<file path="config.mk">
export PLATFORM = sky130hd
export DESIGN_NAME = utf8_sanitize_strip_csi_core
export DESIGN_NICKNAME = d
export VERILOG_FILES = /design/src/rtl/core/utf8ss_pkg.sv /design/src/rtl/core/utf8_sanitize_strip_csi_core.sv /design/src/rtl/core/utf8ss_step.sv /design/src/rtl/core/utf8ss_burst.sv
export SDC_FILE = /design/constraint.sdc
export NUM_CORES = 1
export LEC_CHECK = 0
export BUFFER_PORTS_ARGS = -buffer_cell sky130_fd_sc_hd__buf_2
export CAP_MARGIN = 10
export CORE_MARGIN = 2
export CORE_UTILIZATION = 55
export CTS_BUF_LIST = sky130_fd_sc_hd__clkbuf_2
export CTS_CLUSTER_SIZE = 8
export DETAILED_ROUTE_END_ITERATION = 12
export MAX_ROUTING_LAYER = met4
export PLACE_DENSITY = 0.81
export SLEW_MARGIN = 20
export SYNTH_ARGS = -nofsm -noshare
export SYNTH_HDL_FRONTEND = slang
export SYNTH_SLANG_ARGS = --single-unit
</file>
<file path="constraint.sdc">
create_clock -name clk -period 5.9 [get_ports clk]
set_clock_uncertainty 0.15 [all_clocks]
set_input_delay 0.59 -clock clk [delete_from_list [all_inputs] [get_ports clk]]
set_output_delay 0.59 -clock clk [all_outputs]
set_load 0.05 [all_outputs]
</file>
<file path="src/rtl/core/utf8ss_pkg.sv">
`timescale 1ns / 1ps

package utf8ss_pkg;

    localparam int MaxResults = 4;
    localparam int CountWidth = $clog2(MaxResults + 1);
    localparam int IndexWidth = $clog2(MaxResults);

    localparam logic [7:0] ChrEsc      = 8'h1b;
    localparam logic [7:0] ChrBracket  = 8'h5b;
    localparam logic [7:0] ChrTab      = 8'h09;
    localparam logic [7:0] ChrLf       = 8'h0a;
    localparam logic [7:0] ChrCr       = 8'h0d;
    localparam logic [7:0] ChrSpace    = 8'h20;
    localparam logic [7:0] ChrQuestion = 8'h3f;
    localparam logic [7:0] FinalLow    = 8'h40;
    localparam logic [7:0] FinalHigh   = 8'h7e;
    localparam logic [7:0] Lead2Low    = 8'hc2;
    localparam logic [7:0] Lead2High   = 8'hdf;
    localparam logic [7:0] Lead3Low    = 8'he0;
    localparam logic [7:0] Lead3High   = 8'hef;
    localparam logic [7:0] Lead4Low    = 8'hf0;
    localparam logic [7:0] Lead4High   = 8'hf4;
    localparam logic [7:0] LeadSurr    = 8'hed;
    localparam logic [7:0] ContMask    = 8'hc0;
    localparam logic [7:0] ContTag     = 8'h80;
    localparam logic [7:0] ContA0      = 8'ha0;
    localparam logic [7:0] Cont8f      = 8'h8f;
    localparam logic [7:0] Cont90      = 8'h90;

    typedef struct packed {
        logic [7:0] data;
        logic       present;
        logic       eot;
    } utf8ss_result_t;

    typedef utf8ss_result_t [MaxResults-1:0] utf8ss_burst_t;

    // Everything one byte produces, handed from the decoder to the output buffer.
    typedef struct packed {
        utf8ss_burst_t         results;
        logic [CountWidth-1:0] count;
    } utf8ss_step_t;

endpackage

</file>
<file path="src/rtl/core/utf8_sanitize_strip_csi_core.sv">
`timescale 1ns / 1ps

// Streaming UTF-8 sanitizer that also strips ESC '[' control sequences. Each
// input transaction carries one byte and a final_byte flag; it yields zero to
// four output transactions, and the last text byte always yields at least one,
// flagged end_of_text (a bare end marker with byte_present low if nothing else
// is left). A byte is decoded in the cycle it is accepted and its results go
// into a four-entry output buffer that drains one transaction per cycle while
// out_ready is high, so the block takes one byte per cycle while each byte
// gives at most one result; a byte with more results holds the input until
// all but its last have left, as the single output port sets the pace. Output
// backpressure stalls input once the buffer holds more than the outgoing one.

module utf8_sanitize_strip_csi_core
    import utf8ss_pkg::*;
(
    input  logic       clk,
    input  logic       rst_n,
    input  logic       in_valid,
    output logic       in_ready,
    input  logic [7:0] in_byte,
    input  logic       final_byte,
    output logic       out_valid,
    input  logic       out_ready,
    output logic [7:0] out_byte,
    output logic       byte_present,
    output logic       end_of_text
);

    utf8ss_step_t step;
    logic         accept;

    assign accept = in_valid && in_ready;

    utf8ss_step u_step (
        .clk        (clk),
        .rst_n      (rst_n),
        .accept     (accept),
        .in_byte    (in_byte),
        .final_byte (final_byte),
        .step       (step)
    );

    utf8ss_burst u_burst (
        .clk          (clk),
        .rst_n        (rst_n),
        .load         (accept),
        .step         (step),
        .room         (in_ready),
        .out_valid    (out_valid),
        .out_ready    (out_ready),
        .out_byte     (out_byte),
        .byte_present (byte_present),
        .end_of_text  (end_of_text)
    );

endmodule

</file>
<file path="src/rtl/core/utf8ss_step.sv">
`timescale 1ns / 1ps

module utf8ss_step
    import utf8ss_pkg::*;
(
    input  logic         clk,
    input  logic         rst_n,
    input  logic         accept,
    input  logic [7:0]   in_byte,
    input  logic         final_byte,
    output utf8ss_step_t step
);

    typedef struct packed {
        logic       emit;
        logic [7:0] data;
        logic       esc;
        logic       hold;
        logic [2:0] len;
    } fresh_t;

    logic [7:0] held0_reg, held1_reg, held2_reg;
    logic [7:0] held0_next, held1_next, held2_next;
    logic [1:0] held_count_reg, held_count_next;
    logic [2:0] needed_len_reg, needed_len_next;
    logic       esc_reg, esc_next;
    logic       csi_reg, csi_next;

    fresh_t                f;
    logic                  cont_ok;
    logic                  do_fresh;
    logic [IndexWidth-1:0] pos;
    logic [IndexWidth-1:0] last;
    utf8ss_burst_t         res;
    logic [CountWidth-1:0] n;

    function automatic fresh_t fresh(input logic [7:0] b, input logic fin);
        fresh_t r;
        r = '0;
        if (b < ContTag) begin
            if (b == ChrEsc) begin
                if (fin) begin
                    r.emit = 1'b1;
                    r.data = ChrSpace;
                end
                else begin
                    r.esc = 1'b1;
                end
            end
            else if (b == ChrTab || b == ChrLf || b == ChrCr || b >= ChrSpace) begin
                r.emit = 1'b1;
                r.data = b;
            end
            else begin
                r.emit = 1'b1;
                r.data = ChrSpace;
            end
        end
        else begin
            if (b >= Lead2Low && b <= Lead2High) begin
                r.len = 3'd2;
            end
            else if (b >= Lead3Low && b <= Lead3High) begin
                r.len = 3'd3;
            end
            else if (b >= Lead4Low && b <= Lead4High) begin
                r.len = 3'd4;
            end
            if (r.len == 3'd0 || fin) begin
                r.emit = 1'b1;
                r.data = ChrQuestion;
            end
            else begin
                r.hold = 1'b1;
            end
        end
        return r;
    endfunction

    assign f = fresh(in_byte, final_byte);

    // The second byte of a sequence also carries the range limits that rule out
    // overlong forms, surrogates and values above U+10FFFF.
    always_comb
    begin
        cont_ok = ((in_byte & ContMask) == ContTag);
        if (held_count_reg == 2'd1) begin
            if (held0_reg == Lead3Low && in_byte < ContA0) begin
                cont_ok = 1'b0;
            end
            if (held0_reg == LeadSurr && in_byte >= ContA0) begin
                cont_ok = 1'b0;
            end
            if (held0_reg == Lead4Low && in_byte < Cont90) begin
                cont_ok = 1'b0;
            end
            if (held0_reg == Lead4High && in_byte > Cont8f) begin
                cont_ok = 1'b0;
            end
        end
    end

    always_comb
    begin
        res             = '0;
        n               = '0;
        do_fresh        = 1'b0;
        pos             = '0;
        last            = '0;
        held0_next      = held0_reg;
        held1_next      = held1_reg;
        held2_next      = held2_reg;
        held_count_next = held_count_reg;
        needed_len_next = needed_len_reg;
        esc_next        = esc_reg;
        csi_next        = csi_reg;

        if (csi_reg) begin
            if (in_byte >= FinalLow && in_byte <= FinalHigh) begin
                csi_next = 1'b0;
            end
        end
        else if (esc_reg) begin
            esc_next = 1'b0;
            if (in_byte == ChrBracket) begin
                csi_next = 1'b1;
            end
            else begin
                res[0]   = '{data: ChrSpace, present: 1'b1, eot: 1'b0};
                n        = CountWidth'(1);
                pos      = IndexWidth'(1);
                do_fresh = 1'b1;
            end
        end
        else if (held_count_reg != 2'd0) begin
            if (cont_ok && ({1'b0, held_count_reg} + 3'd1) == needed_len_reg) begin
                res[0] = '{data: held0_reg, present: 1'b1, eot: 1'b0};
                if (held_count_reg >= 2'd2) begin
                    res[1] = '{data: held1_reg, present: 1'b1, eot: 1'b0};
                end
                if (held_count_reg == 2'd3) begin
                    res[2] = '{data: held2_reg, present: 1'b1, eot: 1'b0};
                end
                res[held_count_reg] = '{data: in_byte, present: 1'b1, eot: 1'b0};
                n = CountWidth'(held_count_reg) + CountWidth'(1);
                held_count_next = 2'd0;
                needed_len_next = 3'd0;
            end
            else if (cont_ok && !final_byte && held_count_reg != 2'd3) begin
                if (held_count_reg == 2'd1) begin
                    held1_next = in_byte;
                end
                else begin
                    held2_next = in_byte;
                end
                held_count_next = held_count_reg + 2'd1;
            end
            else begin
                // Every held byte turns into '?', then the current byte starts over.
                for (int i = 0; i < 3; i++) begin
                    if (i < int'(held_count_reg)) begin
                        res[i] = '{data: ChrQuestion, present: 1'b1, eot: 1'b0};
                    end
                end
                n               = CountWidth'(held_count_reg);
                pos             = held_count_reg;
                held_count_next = 2'd0;
                needed_len_next = 3'd0;
                do_fresh        = 1'b1;
            end
        end
        else begin
            do_fresh = 1'b1;
        end

        if (do_fresh) begin
            if (f.emit) begin
                res[pos] = '{data: f.data, present: 1'b1, eot: 1'b0};
                n        = CountWidth'(pos) + CountWidth'(1);
            end
            if (f.esc) begin
                esc_next = 1'b1;
            end
            if (f.hold) begin
                held0_next      = in_byte;
                held_count_next = 2'd1;
                needed_len_next = f.len;
            end
        end

        if (final_byte) begin
            held_count_next = 2'd0;
            needed_len_next = 3'd0;
            esc_next        = 1'b0;
            csi_next        = 1'b0;
            if (n == '0) begin
                res[0] = '{data: 8'h00, present: 1'b0, eot: 1'b1};
                n      = CountWidth'(1);
            end
            else begin
                last          = IndexWidth'(n - CountWidth'(1));
                res[last].eot = 1'b1;
            end
        end
    end

    assign step.results = res;
    assign step.count   = n;

    always_ff @(posedge clk or negedge rst_n)
    begin
        if (!rst_n) begin
            held_count_reg <= 2'd0;
            needed_len_reg <= 3'd0;
            esc_reg        <= 1'b0;
            csi_reg        <= 1'b0;
        end
        else if (accept) begin
            held_count_reg <= held_count_next;
            needed_len_reg <= needed_len_next;
            esc_reg        <= esc_next;
            csi_reg        <= csi_next;
        end
    end

    always_ff @(posedge clk)
    begin
        if (accept) begin
            held0_reg <= held0_next;
            held1_reg <= held1_next;
            held2_reg <= held2_next;
        end
    end

endmodule

</file>
<file path="src/rtl/core/utf8ss_burst.sv">
`timescale 1ns / 1ps

module utf8ss_burst
    import utf8ss_pkg::*;
(
    input  logic         clk,
    input  logic         rst_n,
    input  logic         load,
    input  utf8ss_step_t step,
    output logic         room,
    output logic         out_valid,
    input  logic         out_ready,
    output logic [7:0]   out_byte,
    output logic         byte_present,
    output logic         end_of_text
);

    utf8ss_burst_t         res_reg;
    logic [CountWidth-1:0] remain_reg;
    logic [IndexWidth-1:0] idx_reg;
    logic                  take;
    utf8ss_result_t        cur;

    assign out_valid = (remain_reg != '0);
    assign take      = out_valid && out_ready;
    // A new byte may load as soon as the last buffered result leaves.
    assign room      = (remain_reg == '0) || (remain_reg == CountWidth'(1) && out_ready);

    assign cur          = res_reg[idx_reg];
    assign out_byte     = cur.data;
    assign byte_present = cur.present;
    assign end_of_text  = cur.eot;

    always_ff @(posedge clk or negedge rst_n)
    begin
        if (!rst_n) begin
            remain_reg <= '0;
            idx_reg    <= '0;
        end
        else if (load) begin
            remain_reg <= step.count;
            idx_reg    <= '0;
        end
        else if (take) begin
            remain_reg <= remain_reg - CountWidth'(1);
            idx_reg    <= idx_reg + IndexWidth'(1);
        end
    end

    always_ff @(posedge clk)
    begin
        if (load) begin
            res_reg <= step.results;
        end
    end

endmodule

</file>
==> key figures <==
Logic synthesis
  – Synth top area cells: edfxtp_1 45%, dfrtp_1 7.0%, mux4_2 5.2%
  – Post-synth EDFFs: between 60 and 70
  – Mapped Area: between 4000 and 5000 um^2
  – Synth warn: 0
  – FF+latch count, synth: 76
  – Top_reg_cell synth: edfxtp_1
  – Post-synth ARST share: around 16%
  – Avg Inst Size Synth: about 11 um^2
  – Synth Instances: 393
  – Most frequent cell after synthesis: edfxtp_1
  – Synth cell count leaders: 64 x edfxtp_1, 47 x nand2_1, 38 x o21ai_0, 28 x nor2_1, 25 x nand3_1
  – Yosys top cell by area: edfxtp_1
  – Yosys cell types: 60
  – Register area share after synthesis: about half
  – Top-area cell type share of the netlist area: about 45%
  – Syn_nets: ~420

CTS
  – Root Buffer: clkbuf_2
  – CTS-repair resized insts: 0
  – CTS H-tree depth: 3
  – TritonCTS buffer count: 9
  – CTS Buffer Depth: 2
  – Clock transition at the registers of the reported paths: about 0.21 ns
  – CTS tree: built
  – Clock sink count: between 70 and 80
  – Clk_lat worst skew: 0.53 ns

Cells and area
  – Core Util, Final: approximately three fifths
  – Nets: between 400 and 500
  – Post-layout instance area: between 4000 and 5000 um^2
  – Layout cells sized above 1: between 10% and 20%
  – Antenna diodes: 0
  – Max reg flops: 40
  – FILL cells: roughly 650
  – Layout area overhead: 6.28%

Floorplan
  – Die height: 92.5 um
  – Rows: 32
  – Core Region: 7650 um^2
  – Die Wd: ~92 um
  – Starting Density: around 56%
  – Die area: roughly 8600 um^2
  – I/O pin total: 25

Power and ir drop
  – Switching share of power: 42.3%
  – Maximum VDD drop: ~0.17 mV
  – Internal Power: roughly 1 mW
  – Clock network power share: approximately 16%
  – Logic pwr share: 41.9%
  – Sequential share of power: 42.2%
  – NetSw: 750 uW
  – Static Leak: 1.67 nW
  – Pwr Density: a little under 400 nW/um^2

Placed design
  – GP Congestion: 1.01
  – DP Area: ~4500 um^2
  – Port Buf Inserts: 24
  – Post-DP HPWL: between 6000 and 7000 um

Timing
  – Max_slew headroom: 40.4%
  – Final hold violation count: 0
  – Hold Slack: 0.216 ns
  – Final setup fails: 0
  – Worst slew pin tran: 0.889 ns
  – Slew Limit Fails: 0
  – Final Critical Period: just under 4 ns
  – Final period utilization: 65.8%
  – Setup Total Neg Slack: 0 ns
  – Unrepaired setup endpoints after global routing: false
  – Fmax: approximately 260 MHz

Global routing
  – Largest net degree at the start of global routing: a little under 50
  – Gr ovfl total: 0
  – Tot GR Track Use: around a quarter
  – Initial antenna violation count: 0
  – First-pass GRT wire length: about 16000 um
  – Vias in the first global route: 3012

Worst setup path
  – CP startpoint kind: flop
  – Worst path arrival time: around 4.1 ns
  – Setup CP Type: flop to flop
  – Worst Setup End Kind: flop
  – Required time worst endpoint: between 6 and 7 ns
  – Max Fanout on Critical Path: 14

Drt
  – Vias per cell: approximately 6.3
  – Final ANT Viol Nets: 0
  – Drt total wl: approximately 9700 um
  – Vias: 3242
  – Post-route DRC: 0
  – First-pass iteration count of the detailed router: 6
  – Routed length per instance: approximately 19 um
  – Iteration-0 DRC Markers: roughly 320

Hold path
  – Min-delay worst type: input pin to flop

Status
  – Status: complete, no violations

Job
  – # Max-Cap Violations: 0
logic make-up (layout without fill, tap and decap cells):
logic type                 after synthesis  after routing  share of synthesized area, %
xor gates and xnor gates                 4              4                         0.814
DFF                                     76             76                          51.6
and+or+nand+nor                        140            140                          16.3
buffers and inverters                   39             55                          3.86
adders and majority gates               12             12                          3.49
muxes                                   25             25                          8.89
AOI/OAI and AO/OA                       97             97                          15.0
power by group through the flow:
stage               clock, mW  combinational (mW)  sequential, mW
finish                  0.282               0.743           0.749
global placement            0               0.718           0.759
floorplan                   0               0.622           0.722
global route            0.304               0.798           0.762
CTS                     0.287               0.737           0.752
detailed placement          0               0.733           0.765
per-layer routing:
metal | track usage (%) | routed length, um | vias up
met2 | 36.3 | 4450 | 176
met4 | 8.08 | 255 | 0
met1 | 34.0 | 4070 | 1537
met5 | - | 0 | -
met3 | 5.21 | 914 | 29
li1 | - | - | 1500
cells in the final DEF (no fill, tap or decap), types with 3 or more instances in the layout:
| cell type | synthesis | final |
|---|---|---|
| clkbuf_2 | 0 | 9 |
| ha_1 | 12 | 12 |
| and3_1 | 3 | 3 |
| inv_1 | 12 | 12 |
| buf_2 | 1 | 24 |
| o22ai_1 | 4 | 4 |
| nor3_1 | 8 | 7 |
| xor2_1 | 3 | 3 |
| and2_1 | 6 | 6 |
| o21a_1 | 5 | 5 |
| edfxtp_1 | 64 | 64 |
| a211oi_1 | 4 | 4 |
| mux4_2 | 10 | 10 |
| nand2_1 | 47 | 47 |
| nand4_1 | 4 | 4 |
| a21oi_1 | 15 | 15 |
| a22o_1 | 3 | 3 |
| nand3_1 | 25 | 25 |
| mux2i_1 | 12 | 12 |
| dfrtp_1 | 12 | 12 |
| o211ai_1 | 7 | 7 |
| o21ai_0 | 38 | 38 |
| nor2_1 | 28 | 28 |
final cells by class:
cell class	instances	area [um^2]	area share, %
clock buffer	9	45.0	0.984
clock inverter	6	65.1	1.42
inverter	13	48.8	1.07
multi-input combinational	278	1920	42.0
sequential	76	2220	48.6
tap	102	128	2.79
timing repair buffer	27	145	3.17
per-stage QoR:
step                      power (mW)  std cells  worst slack, ns
final                           1.77        511             2.02
after global routing            1.86        511             1.79
after CTS                       1.78        511             2.09
after detailed placement        1.50        495             2.20
after global placement          1.48        495             2.30
after floorplan                 1.34        393             2.36
critical path, cell delays in order (launching register included):
cell     delay [ns]
dfrtp_1        0.55
inv_1          0.16
ha_1           0.36
xor2_1         0.20
nor4_4         0.38
o22ai_1        0.17
a22oi_1        0.43
ha_1           0.23
nand4_1        0.46
nand3_1        0.27
o21ai_0        0.12
and2_1         0.19
what timing repair did:
item / in CTS / in global routing
hold buffers: 1 / 0
setup endpoints to repair: 0 / 0
endpoints found under the hold margin: 12 / 0
setup buffers: 0 / 0
final timing paths:
kind                                           from  depth (start not counted)  slack [ns]                        to
setup / recovery           u_step.held_count_reg[0]                         11        2.02        u_burst.res_reg[3]
hold / removal                            out_ready                          3        0.22     u_burst.remain_reg[2]
setup reg to reg           u_step.held_count_reg[0]                         11        2.02        u_burst.res_reg[3]
hold reg to reg            u_step.needed_len_reg[0]                          2        0.39  u_step.needed_len_reg[0]
max in group asynchronous                     rst_n                          2        5.10        u_burst.idx_reg[1]
min in group asynchronous                     rst_n                          2        0.27     u_burst.remain_reg[0]
Note: power is estimated with default switching activity, not from simulation.
